## config.mk

```make
export PLATFORM = sky130hd
export DESIGN_NAME = resp_request_parser_unit
export DESIGN_NICKNAME = d
export VERILOG_FILES = /design/src/rtl/core/rrp_pkg.sv /design/src/rtl/core/rrp_accum.sv /design/src/rtl/core/rrp_step.sv /design/src/rtl/core/resp_request_parser_unit.sv
export SDC_FILE = /design/constraint.sdc
export NUM_CORES = 1
export LEC_CHECK = 0
export BUFFER_PORTS_ARGS = -buffer_cell sky130_fd_sc_hd__buf_2
export CORE_MARGIN = 2
export CORE_UTILIZATION = 60
export DETAILED_ROUTE_END_ITERATION = 12
export PLACE_DENSITY_LB_ADDON = 0.12
export SETUP_SLACK_MARGIN = 0.5
export SYNTH_ARGS = -nofsm -noshare
export SYNTH_HDL_FRONTEND = slang
export SYNTH_SLANG_ARGS = --single-unit
```

## constraint.sdc

```tcl
create_clock -name clk_i -period 6.6 [get_ports clk_i]
set_clock_uncertainty 0.05 [all_clocks]
set_input_delay 0.66 -clock clk_i [delete_from_list [all_inputs] [get_ports clk_i]]
set_output_delay 0.66 -clock clk_i [all_outputs]
set_load 0.05 [all_outputs]
```

## src/rtl/core/rrp_pkg.sv

```systemverilog
// rrp_pkg: types, codes and constants of the multi-bulk request parser
// used by rrp_accum, rrp_step and resp_request_parser_unit; no dependencies

package rrp_pkg;

  localparam int unsigned CountW  = 16;
  localparam int unsigned LengthW = 30;
  localparam int unsigned NumW    = 32;
  localparam int unsigned ByteW   = 8;

  localparam logic [ByteW-1:0] ChStar   = 8'h2A;
  localparam logic [ByteW-1:0] ChDollar = 8'h24;
  localparam logic [ByteW-1:0] ChCr     = 8'h0D;
  localparam logic [ByteW-1:0] ChLf     = 8'h0A;
  localparam logic [ByteW-1:0] ChZero   = 8'h30;
  localparam logic [ByteW-1:0] ChNine   = 8'h39;

  localparam logic [CountW-1:0]  MaxCountRst  = 16'd1024;
  localparam logic [LengthW-1:0] MaxLengthRst = 30'd536870912;

  typedef enum logic [2:0] {
    PH_HDR_START = 3'd0,
    PH_HDR_LINE  = 3'd1,
    PH_ARG_START = 3'd2,
    PH_ARG_LINE  = 3'd3,
    PH_DATA      = 3'd4,
    PH_DATA_CR   = 3'd5,
    PH_DATA_LF   = 3'd6
  } phase_e;

  typedef enum logic [2:0] {
    K_NONE    = 3'd0,
    K_DATA    = 3'd1,
    K_ARG_END = 3'd2,
    K_REQ_END = 3'd3,
    K_ERROR   = 3'd4
  } kind_e;

  typedef enum logic {
    CFG_MAX_ARG_COUNT  = 1'b0,
    CFG_MAX_ARG_LENGTH = 1'b1
  } cfg_e;

  typedef struct packed {
    phase_e             phase;
    logic [NumW-1:0]    accum;
    logic               closed;
    logic [ByteW-1:0]   prev;
    logic [CountW-1:0]  args_left;
    logic [LengthW-1:0] data_left;
    logic [CountW-1:0]  cur_arg;
    logic [NumW-1:0]    total;
  } state_t;

  typedef struct packed {
    kind_e            kind;
    logic [ByteW-1:0] data;
    logic [CountW-1:0] idx;
    logic [NumW-1:0]  total;
  } result_t;

  localparam state_t StateRst = '{
    phase:     PH_HDR_START,
    accum:     '0,
    closed:    1'b0,
    prev:      '0,
    args_left: '0,
    data_left: '0,
    cur_arg:   '0,
    total:     '0
  };

endpackage

```

## src/rtl/core/rrp_accum.sv

```systemverilog
// rrp_accum: saturating decimal digit accumulator (acc * 10 + digit)
// depends on rrp_pkg for widths and character constants

module rrp_accum (
  input  logic [rrp_pkg::NumW-1:0]  acc_i,
  input  logic [rrp_pkg::ByteW-1:0] byte_i,
  output logic                      is_digit_o,
  output logic [rrp_pkg::NumW-1:0]  acc_o
);

  logic [3:0]              digit;
  logic [rrp_pkg::NumW+3:0] prod;
  logic [rrp_pkg::NumW+3:0] sum;

  assign is_digit_o = (byte_i >= rrp_pkg::ChZero) && (byte_i <= rrp_pkg::ChNine);
  assign digit      = byte_i[3:0];

  // times ten as x*8 + x*2, four spare bits catch overflow
  assign prod = {1'b0, acc_i, 3'b000} + {3'b000, acc_i, 1'b0};
  assign sum  = prod + {{rrp_pkg::NumW{1'b0}}, digit};

  assign acc_o = (sum[rrp_pkg::NumW+3:rrp_pkg::NumW] != 4'd0) ? '1 : sum[rrp_pkg::NumW-1:0];

endmodule

```

## src/rtl/core/rrp_step.sv

```systemverilog
// rrp_step: next parser state and result for one byte
// depends on rrp_pkg and rrp_accum

module rrp_step (
  input  rrp_pkg::state_t              st_i,
  input  logic [rrp_pkg::ByteW-1:0]    byte_i,
  input  logic [rrp_pkg::CountW-1:0]   max_count_i,
  input  logic [rrp_pkg::LengthW-1:0]  max_length_i,
  output rrp_pkg::state_t              st_o,
  output rrp_pkg::result_t             res_o
);

  logic                        is_digit;
  logic [rrp_pkg::NumW-1:0]    acc_next;
  logic [rrp_pkg::NumW-1:0]    total_inc;
  logic [rrp_pkg::LengthW-1:0] data_left_dec;
  rrp_pkg::state_t             nxt;
  rrp_pkg::result_t            res;

  rrp_accum u_accum (
    .acc_i      (st_i.accum),
    .byte_i     (byte_i),
    .is_digit_o (is_digit),
    .acc_o      (acc_next)
  );

  assign total_inc     = (st_i.total == '1) ? st_i.total : st_i.total + 1'b1;
  assign data_left_dec = st_i.data_left - 1'b1;

  always_comb begin
    nxt       = st_i;
    nxt.total = total_inc;
    res       = '{kind: rrp_pkg::K_NONE, data: '0, idx: '0, total: '0};

    case (st_i.phase)
      rrp_pkg::PH_HDR_LINE, rrp_pkg::PH_ARG_LINE: begin
        if (byte_i != rrp_pkg::ChLf) begin
          if (!st_i.closed && is_digit) begin
            nxt.accum = acc_next;
          end else begin
            nxt.closed = 1'b1;
          end
        end else if (st_i.prev != rrp_pkg::ChCr) begin
          res.kind = rrp_pkg::K_ERROR;
        end else if (st_i.phase == rrp_pkg::PH_HDR_LINE) begin
          if (st_i.accum > {{(rrp_pkg::NumW-rrp_pkg::CountW){1'b0}}, max_count_i}) begin
            res.kind = rrp_pkg::K_ERROR;
          end else if (st_i.accum == '0) begin
            res.kind  = rrp_pkg::K_REQ_END;
            res.total = total_inc;
          end else begin
            // count is within a 16 bit limit here
            nxt.args_left = st_i.accum[rrp_pkg::CountW-1:0];
            nxt.cur_arg   = '0;
            nxt.phase     = rrp_pkg::PH_ARG_START;
          end
        end else begin
          if (st_i.accum > {{(rrp_pkg::NumW-rrp_pkg::LengthW){1'b0}}, max_length_i}) begin
            res.kind = rrp_pkg::K_ERROR;
          end else begin
            nxt.data_left = st_i.accum[rrp_pkg::LengthW-1:0];
            nxt.phase     = (st_i.accum == '0) ? rrp_pkg::PH_DATA_CR : rrp_pkg::PH_DATA;
          end
        end
      end
      rrp_pkg::PH_ARG_START: begin
        if (byte_i == rrp_pkg::ChDollar) begin
          nxt.accum  = '0;
          nxt.closed = 1'b0;
          nxt.phase  = rrp_pkg::PH_ARG_LINE;
        end else begin
          res.kind = rrp_pkg::K_ERROR;
        end
      end
      rrp_pkg::PH_DATA: begin
        res.kind      = rrp_pkg::K_DATA;
        res.data      = byte_i;
        res.idx       = st_i.cur_arg;
        nxt.data_left = data_left_dec;
        if (data_left_dec == '0) begin
          nxt.phase = rrp_pkg::PH_DATA_CR;
        end
      end
      rrp_pkg::PH_DATA_CR: begin
        if (byte_i == rrp_pkg::ChCr) begin
          nxt.phase = rrp_pkg::PH_DATA_LF;
        end else begin
          res.kind = rrp_pkg::K_ERROR;
        end
      end
      rrp_pkg::PH_DATA_LF: begin
        if (byte_i != rrp_pkg::ChLf) begin
          res.kind = rrp_pkg::K_ERROR;
        end else if (st_i.args_left <= rrp_pkg::CountW'(1)) begin
          res.kind  = rrp_pkg::K_REQ_END;
          res.total = total_inc;
        end else begin
          res.kind      = rrp_pkg::K_ARG_END;
          res.idx       = st_i.cur_arg;
          nxt.args_left = st_i.args_left - 1'b1;
          nxt.cur_arg   = st_i.cur_arg + 1'b1;
          nxt.phase     = rrp_pkg::PH_ARG_START;
        end
      end
      default: begin
        // header start, and the unused phase code
        if (byte_i == rrp_pkg::ChStar) begin
          nxt.accum  = '0;
          nxt.closed = 1'b0;
          nxt.phase  = rrp_pkg::PH_HDR_LINE;
        end else begin
          res.kind = rrp_pkg::K_ERROR;
        end
      end
    endcase

    nxt.prev = byte_i;
    if (res.kind == rrp_pkg::K_ERROR || res.kind == rrp_pkg::K_REQ_END) begin
      nxt = rrp_pkg::StateRst;
    end

    st_o  = nxt;
    res_o = res;
  end

endmodule

```

## src/rtl/core/resp_request_parser_unit.sv

```systemverilog
// resp_request_parser_unit: top level of the multi-bulk request parser
// depends on rrp_pkg and rrp_step (which uses rrp_accum)
//
//   channel   handshake                 payload
//   in        in_valid_i / in_ready_o   in_byte_i
//   out       out_valid_o / out_ready_i result_kind_o, data_byte_o, arg_index_o,
//                                       request_bytes_o
//   cfg       cfg_we_i                  cfg_index_i, cfg_data_i
//
// one byte per cycle sustained while the result register is not stalled; a byte's result
// passes the input register, then the result register, set by the single state update path
// a byte waits in the input register while the result register is stalled;
// the input register still takes a beat whenever it is empty
// reset clears the parser state and loads the limits with 1024 and 2^29

module resp_request_parser_unit (
  input  logic                             clk_i,
  input  logic                             rst_ni,
  input  logic                             in_valid_i,
  output logic                             in_ready_o,
  input  logic [rrp_pkg::ByteW-1:0]        in_byte_i,
  output logic                             out_valid_o,
  input  logic                             out_ready_i,
  output logic [2:0]                       result_kind_o,
  output logic [rrp_pkg::ByteW-1:0]        data_byte_o,
  output logic [rrp_pkg::CountW-1:0]       arg_index_o,
  output logic [rrp_pkg::NumW-1:0]         request_bytes_o,
  input  logic                             cfg_we_i,
  input  logic                             cfg_index_i,
  input  logic [rrp_pkg::LengthW-1:0]      cfg_data_i
);

  logic                        in_vld_q;
  logic [rrp_pkg::ByteW-1:0]   in_byte_q;
  logic                        out_vld_q;
  rrp_pkg::result_t            res_q;
  rrp_pkg::result_t            res_d;
  rrp_pkg::state_t             st_q;
  rrp_pkg::state_t             st_d;
  logic [rrp_pkg::CountW-1:0]  max_count_q;
  logic [rrp_pkg::LengthW-1:0] max_length_q;
  logic                        advance;

  assign advance    = in_vld_q && (!out_vld_q || out_ready_i);
  assign in_ready_o = !in_vld_q || advance;

  rrp_step u_step (
    .st_i         (st_q),
    .byte_i       (in_byte_q),
    .max_count_i  (max_count_q),
    .max_length_i (max_length_q),
    .st_o         (st_d),
    .res_o        (res_d)
  );

  always_ff @(posedge clk_i or negedge rst_ni) begin
    if (!rst_ni) begin
      in_vld_q  <= 1'b0;
      out_vld_q <= 1'b0;
      st_q      <= rrp_pkg::StateRst;
    end else begin
      if (in_ready_o) begin
        in_vld_q <= in_valid_i;
      end
      if (advance) begin
        out_vld_q <= 1'b1;
        st_q      <= st_d;
      end else if (out_ready_i) begin
        out_vld_q <= 1'b0;
      end
    end
  end

  always_ff @(posedge clk_i) begin
    if (in_ready_o && in_valid_i) begin
      in_byte_q <= in_byte_i;
    end
    if (advance) begin
      res_q <= res_d;
    end
  end

  always_ff @(posedge clk_i or negedge rst_ni) begin
    if (!rst_ni) begin
      max_count_q  <= rrp_pkg::MaxCountRst;
      max_length_q <= rrp_pkg::MaxLengthRst;
    end else if (cfg_we_i) begin
      if (cfg_index_i == rrp_pkg::CFG_MAX_ARG_COUNT) begin
        max_count_q <= cfg_data_i[rrp_pkg::CountW-1:0];
      end else begin
        max_length_q <= cfg_data_i;
      end
    end
  end

  assign out_valid_o     = out_vld_q;
  assign result_kind_o   = res_q.kind;
  assign data_byte_o     = res_q.data;
  assign arg_index_o     = res_q.idx;
  assign request_bytes_o = res_q.total;

  // an error or request end always leaves the parser back at a fresh header
  a_restart: assert property (@(posedge clk_i) disable iff (!rst_ni)
    advance && (res_d.kind == rrp_pkg::K_ERROR || res_d.kind == rrp_pkg::K_REQ_END)
    |=> st_q.phase == rrp_pkg::PH_HDR_START && st_q.total == '0 && st_q.prev == '0)
    else $error("parser did not restart after error or request end");

  // a held byte must not be lost or altered while the result side stalls
  a_in_hold: assert property (@(posedge clk_i) disable iff (!rst_ni)
    in_vld_q && !advance |=> in_vld_q && $stable(in_byte_q))
    else $error("input register changed while stalled");

  a_data_zero: assert property (@(posedge clk_i) disable iff (!rst_ni)
    out_valid_o && result_kind_o != rrp_pkg::K_DATA |-> data_byte_o == '0)
    else $error("data byte set on a non-data beat");

  a_total_zero: assert property (@(posedge clk_i) disable iff (!rst_ni)
    out_valid_o && result_kind_o != rrp_pkg::K_REQ_END |-> request_bytes_o == '0)
    else $error("byte total set on a beat that is not request end");

endmodule
```

### Word-level counts from Yosys, hierarchy flattened

Index checks and enable logic that the tools add are counted.

* flip-flop bits (word level): 253
* bits in latches: 0
* RAM bits: 0
* ROM bits: 0
* input port bits: 44
* output and inout bits: 61
* logic and storage cells: 151
* memories: 0

* $add $sub $neg: 6
* $mul: 0
* divide/modulo/power cells: 0
* $lt $le $gt $ge: 5
* equal/unequal tests: 33
* shift operators: 0
* mux-type cells: 62
* bitwise operators: 1
* reduce and logical (&&, ||, !) cells: 27

Operator list (count)
* 32-bit two-way mux: 9
* 16-bit two-way mux: 11
* 138-bit two-way mux: 1
* 62-bit two-way mux: 2
* 33-bit one-hot mux with 3 select lines: 1
* 16-bit one-hot mux with 2 select lines: 3
* 36-bit two-way mux: 2
* 32-bit one-hot mux with 2 select lines: 1
* 30-bit two-way mux: 2
* 30-bit one-hot mux with 2 select lines: 1
* 3-bit two-way mux: 19
* 48-bit two-way mux: 1
* 35-bit by 33-bit adder with 36-bit output: 1
* 36-bit by 4-bit adder with 36-bit output: 1
* 33-bit two-way mux: 1
* 32-bit by 1-bit adder with 32-bit output (second input constant): 1
* 32-bit equality test (second input constant): 1
* 32-bit by 16-bit > comparator with 1-bit output: 1
* 32-bit by 30-bit > comparator with 1-bit output: 1
* 32-bit logical NOT: 1
* 30-bit logical NOT: 1
* 3-bit one-hot mux with 5 select lines: 2
* 30-bit by 1-bit subtractor with 30-bit output (second input constant): 1
* 3-bit != test (second input constant): 9
* other kinds (31): 60

### Logic depth before layout (Yosys ltp)

* depth in word-level cells: 11
* mapped depth: 14
* mapped depth without buffers: 12

### Modules after synthesis

Synthesis repeated with hierarchy kept, for this count alone.

* cell total of the unflattened synthesis: 1850
* area total of the unflattened synthesis: 18415.2 um^2

By module, submodules not included
* resp_request_parser_unit: instances 1, cells each 466, area each 9397.8 um^2
* rrp_step: instances 1, cells each 1025, area each 6157.2 um^2
* rrp_accum: instances 1, cells each 359, area each 2860.2 um^2

### Least setup slack after synthesis

No wires, ideal clock.

* path kind: reg2reg
* from: register in_byte_q[3] (netlist name)
* to: register st_q[115] (netlist name)
* library setup time: 0.131 ns
* arrival: 3.359 ns
* required time: 6.419 ns
* path slack: 3.059 ns
* cell stages (with the launch flop): 13
* path buffers: 1
* period minus slack after synthesis: 3.541 ns
* cells stage by stage: edfxtp_1 fa_1 fa_1 a211oi_1 o21ai_0 o21ai_1 o221ai_1 a311oi_1 o41ai_1 xor2_1 o31ai_4 buf_4 o211ai_1

* word-level cells in the longest chain between the ends: 7

Ends and longest elaborated chain
* start, declared: line resp_request_parser_unit.sv:34 `logic [rrp_pkg::ByteW-1:0] in_byte_q;`
* start signal, assigned: line resp_request_parser_unit.sv:76 `in_byte_q <= in_byte_i;`
* 36-bit by 4-bit adder with 36-bit output (tied with other cells): line rrp_accum.sv:20 `assign sum = prod + {{rrp_pkg::NumW{1'b0}}, digit};`
* 4-bit nonzero test (tied with other cells): line rrp_accum.sv:22 `assign acc_o = (sum[rrp_pkg::NumW+3:rrp_pkg::NumW] != 4'd0) ? '1 : sum[rrp_pkg::NumW-1:0];`
* 32-bit two-way mux or 3-bit one-hot mux with 5 select lines (tied branches): line rrp_accum.sv:22, rrp_step.sv:35
* 32-bit two-way mux (tied with other cells): line rrp_step.sv:38 `if (!st_i.closed && is_digit) begin`
* 33-bit two-way mux or 1-bit logical OR (tied branches): line rrp_step.sv:37, rrp_step.sv:118
* 33-bit one-hot mux with 3 select lines (tied with other cells): line rrp_step.sv:35 `case (st_i.phase)`
* 138-bit two-way mux or 6-bit AND reduction (tied branches)
* end signal, assigned: line resp_request_parser_unit.sv:60 `st_q <= rrp_pkg::StateRst;`
* end signal, assigned: line resp_request_parser_unit.sv:67 `st_q <= st_d;`
* end, declared: line resp_request_parser_unit.sv:38 `rrp_pkg::state_t st_q;`

Several ways; a longest one is shown, not always the timed one. The select of a mux whose other input is x is not followed.
A chain may end at the register's enable or synchronous reset.

### Worst setup path after layout

* from: register st_q[118] (netlist name)
* to: register st_q[84] (netlist name)

* word-level cells in the longest chain between the ends: 11

Ends and longest elaborated chain
* parallel branches: the longest is 11 deep, another holds 32-bit by 16-bit > comparator with 1-bit output

Parallel ways; which one is timed is not known.

==> results by group <==
Place
  – Post-place setup slack: 2078 ps
  – PortBufs: 104
  – RePlAce Congestion: 0.9437
  – Post-DP HPWL: 28.25 mm

Global route
  – GRT Overall Usage: 28.92%
  – Vias in the first global route: 13230
  – First-pass GRT wire length: 66.74 mm
  – Global route overflow: 0
  – Initial antenna violation count: 0
  – Largest net degree at the start of global routing: 78

Layout
  – Fin nets: 1963
  – Layout cell share with drive strength beyond 1: 12.36%
  – Util after Layout: 67.13%
  – Fill cells: 2160
  – Antenna diodes: 0
  – Synth-to-layout area growth: 10.32%

Clock tree
  – Clk buf depth: 3
  – CTS buffer count: 27
  – Cts repair resizes: 0
  – Hold Buf Count CTS: 1
  – Worst skew pair latency: 540 ps
  – Post CTS Setup Buffer Count: 0
  – H-tree depth: 1
  – Clock Pin Slew Worst Setup and Hold Paths: 60 ps
  – CTS sink cnt: 253
  – Root Buffer: clkbuf_16
  – CTS tree: done

Route
  – Avg WL per Cell: 18.75 um
  – DRT Wirelength: 40.43 mm
  – Via count: 13500
  – Drt first pass iters: 6
  – Initial DRC Count: 1402
  – Vias/cell: 6.262
  – Residual DRC count: 0
  – Antenna Nets Post-Route: 0

Yosys
  – Syn_nets: 1894
  – Mean post-synth cell area: 9.098 um^2
  – Post-synthesis sequential area ratio: 42.30%
  – Most numerous cell in the Yosys netlist: nand2_1
  – Commonest cells post-synth: nand2_1, dfrtp_1, o21ai_0, nor2_1, a21oi_1
  – Ranking of synthesized cells by area: dfrtp_1, edfxtp_1, ha_1
  – Post-synth ARST share: 73.52%
  – Main synth FF type: dfrtp_1
  – Area leader, netlist: dfrtp_1
  – Yosys top cell area share: 29.20%
  – Yosys cell types: 85
  – #FFs+latches synth: 253
  – Netlist Area Pre-Place: 15770 um^2
  – Post-synthesis instance total: 1733
  – EDFF count, synth: 67
  – Synth Warn #: 0

Floorplan
  – FP Rows: 59
  – # IOs: 105
  – Die area: 27590 um^2
  – Die Ht: 166.1 um
  – Initial core utilization: 60.85%
  – Die Span X: 166.1 um
  – Core area: 25910 um^2

Power and ir drop
  – Clk pwr share: 43.0%
  – Psw: 894.6 uW
  – Internal cell power: 2685 uW
  – Logic gate share of total power: 9.3%
  – Net Sw Frac: 24.99%
  – Worst VDD drop: 0.2840 mV
  – Leak pwr: 0.008001 uW
  – Power Dens Cells: 205.8 nW/um^2
  – Sequential group share of total power: 47.7%

Timing
  – Final worst setup slack: 2025 ps
  – Pins Over Slew Limit: 0
  – Final setup viols: 0
  – Final hold violations: 0
  – Final min period: 4575 ps
  – Setup TNS: 0 ps
  – Worst Tran Pin Value: 1143 ps
  – Max Fclk: 0.2186 GHz
  – Relative slew margins: 23.56%
  – Fin crit share: 69.32%
  – RSZ-0062 raised after global routing: no

Flow run
  – Max cap viols: 0

Critical path
  – Startpoint types: flip-flop
  – CP required: 6990 ps
  – WP data arrival: 4970 ps
  – Critical Path End Type: flip-flop
  – Worst-path fanout max: 35
  – WS Path Type: reg -> reg

Outcome
  – Run status: completed

Hold path
  – Hold crit path type: in -> reg
==> cell families (layout without fill, tap and decap cells) <==
kind of cell / Yosys count / count (layout) / share of synthesized area, %
simple gates: 617 / 617 / 19.17
fa+ha+maj: 117 / 117 / 9.380
flops: 253 / 253 / 42.30
mux: 35 / 35 / 2.476
xor+xnor: 61 / 61 / 3.389
compound gates: 505 / 505 / 19.55
buf+inv: 145 / 233 / 3.738
==> state kept, by name, indices dropped and copies added, names as in the netlist <==
register and count:
arg_index_o 16, data_byte_o 8, out_valid_o 1, request_bytes_o 32, result_kind_o 3, max_count_q 16
st_q 138, max_length_q 30, in_vld_q 1, in_byte_q 8
==> stage by stage <==
| step | hold slack [ps] | total power (uW) | area [um^2] | cells |
|---|---|---|---|---|
| 2_1_floorplan | 314.4 | 1957 | 15770 | 1733 |
| 3_3_place_gp | 407.8 | 2060 | 16500 | 2107 |
| 3_5_place_dp | 417.1 | 2072 | 16500 | 2107 |
| 4_1_cts | 241.1 | 3602 | 17390 | 2156 |
| 5_1_grt | 241.9 | 3706 | 17390 | 2156 |
| 6_report | 252.1 | 3579 | 17390 | 2156 |
==> power groups by stage <==
stage / Sequential (uW) / Combinational [uW] / Clock, uW
after CTS: 1710 / 335 / 1560
after global placement: 1730 / 325 / 0
after detailed placement: 1740 / 334 / 0
after global routing: 1720 / 365 / 1630
after floorplan: 1810 / 150 / 0
final: 1710 / 332 / 1540
==> critical path: stages (launching register included) <==
cell and delay, ps:
dfrtp_1 520, ha_1 380, nand3_1 120, nor4_1 360
a21boi_0 230, o31a_1 330, o22a_1 180, buf_4 350
nand3_2 670, o21ai_1 960, o21ai_0 200, o21ai_0 120
==> worst paths after layout <==
kind | from | endpoint | slack, ps | cells past startpoint
hold / removal | in_byte_i[6] | in_byte_q[6] | 250 | 1
max in group asynchronous | rst_ni | st_q[114] | 4590 | 3
setup reg to reg | st_q[118] | st_q[84] | 2030 | 11
hold reg to reg | st_q[99] | st_q[99] | 430 | 2
min in group asynchronous | rst_ni | max_length_q[21] | 540 | 2
setup / recovery | st_q[118] | st_q[84] | 2030 | 11
==> layer usage <==
metal | global-route usage [%] | routed length [um] | up-vias
li1 | - | - | 6453
met1 | 38.71 | 17150 | 6461
met2 | 50.03 | 19960 | 520
met3 | 3.313 | 2533 | 67
met4 | 8.129 | 788 | 0
met5 | 0 | 0 | -
==> area by class of cell <==
cell class                      count  area [um^2]  share of cell area [%]
Clock inverter                     17        185.2                   1.065
Multi-Input combinational cell   1335         8523                   49.00
Tap cell                          335        419.2                   2.410
Inverter                           65        245.2                   1.410
Clock buffer                       31        700.7                   4.028
Sequential cell                   253         6669                   38.34
Timing Repair Buffer              120        651.9                   3.748
==> layout by cell type, fill, tap and decap left out, types with 6 or more instances in the layout <==
master and instances:
clkinv_1 6, nor2b_1 21, xor2_1 22, clkbuf_16 27
nand3_1 36, inv_1 64, and2_1 12, a211oi_1 10
o31ai_1 21, ha_1 115, nor4_1 31, nand2_1 196
a31oi_1 23, xnor2_1 39, a22oi_1 34, a21o_1 27
nand2b_1 27, nand4_1 22, o21ai_1 31, o21ai_0 148
o211ai_1 14, dfrtp_1 184, or3_1 11, edfxtp_1 67
buf_4 15, mux2_2 32, nor2_1 144, or2_2 8
nor3_1 35, buf_2 103, and3_1 36, a21oi_1 134
Power figures use the tool's default switching activity.
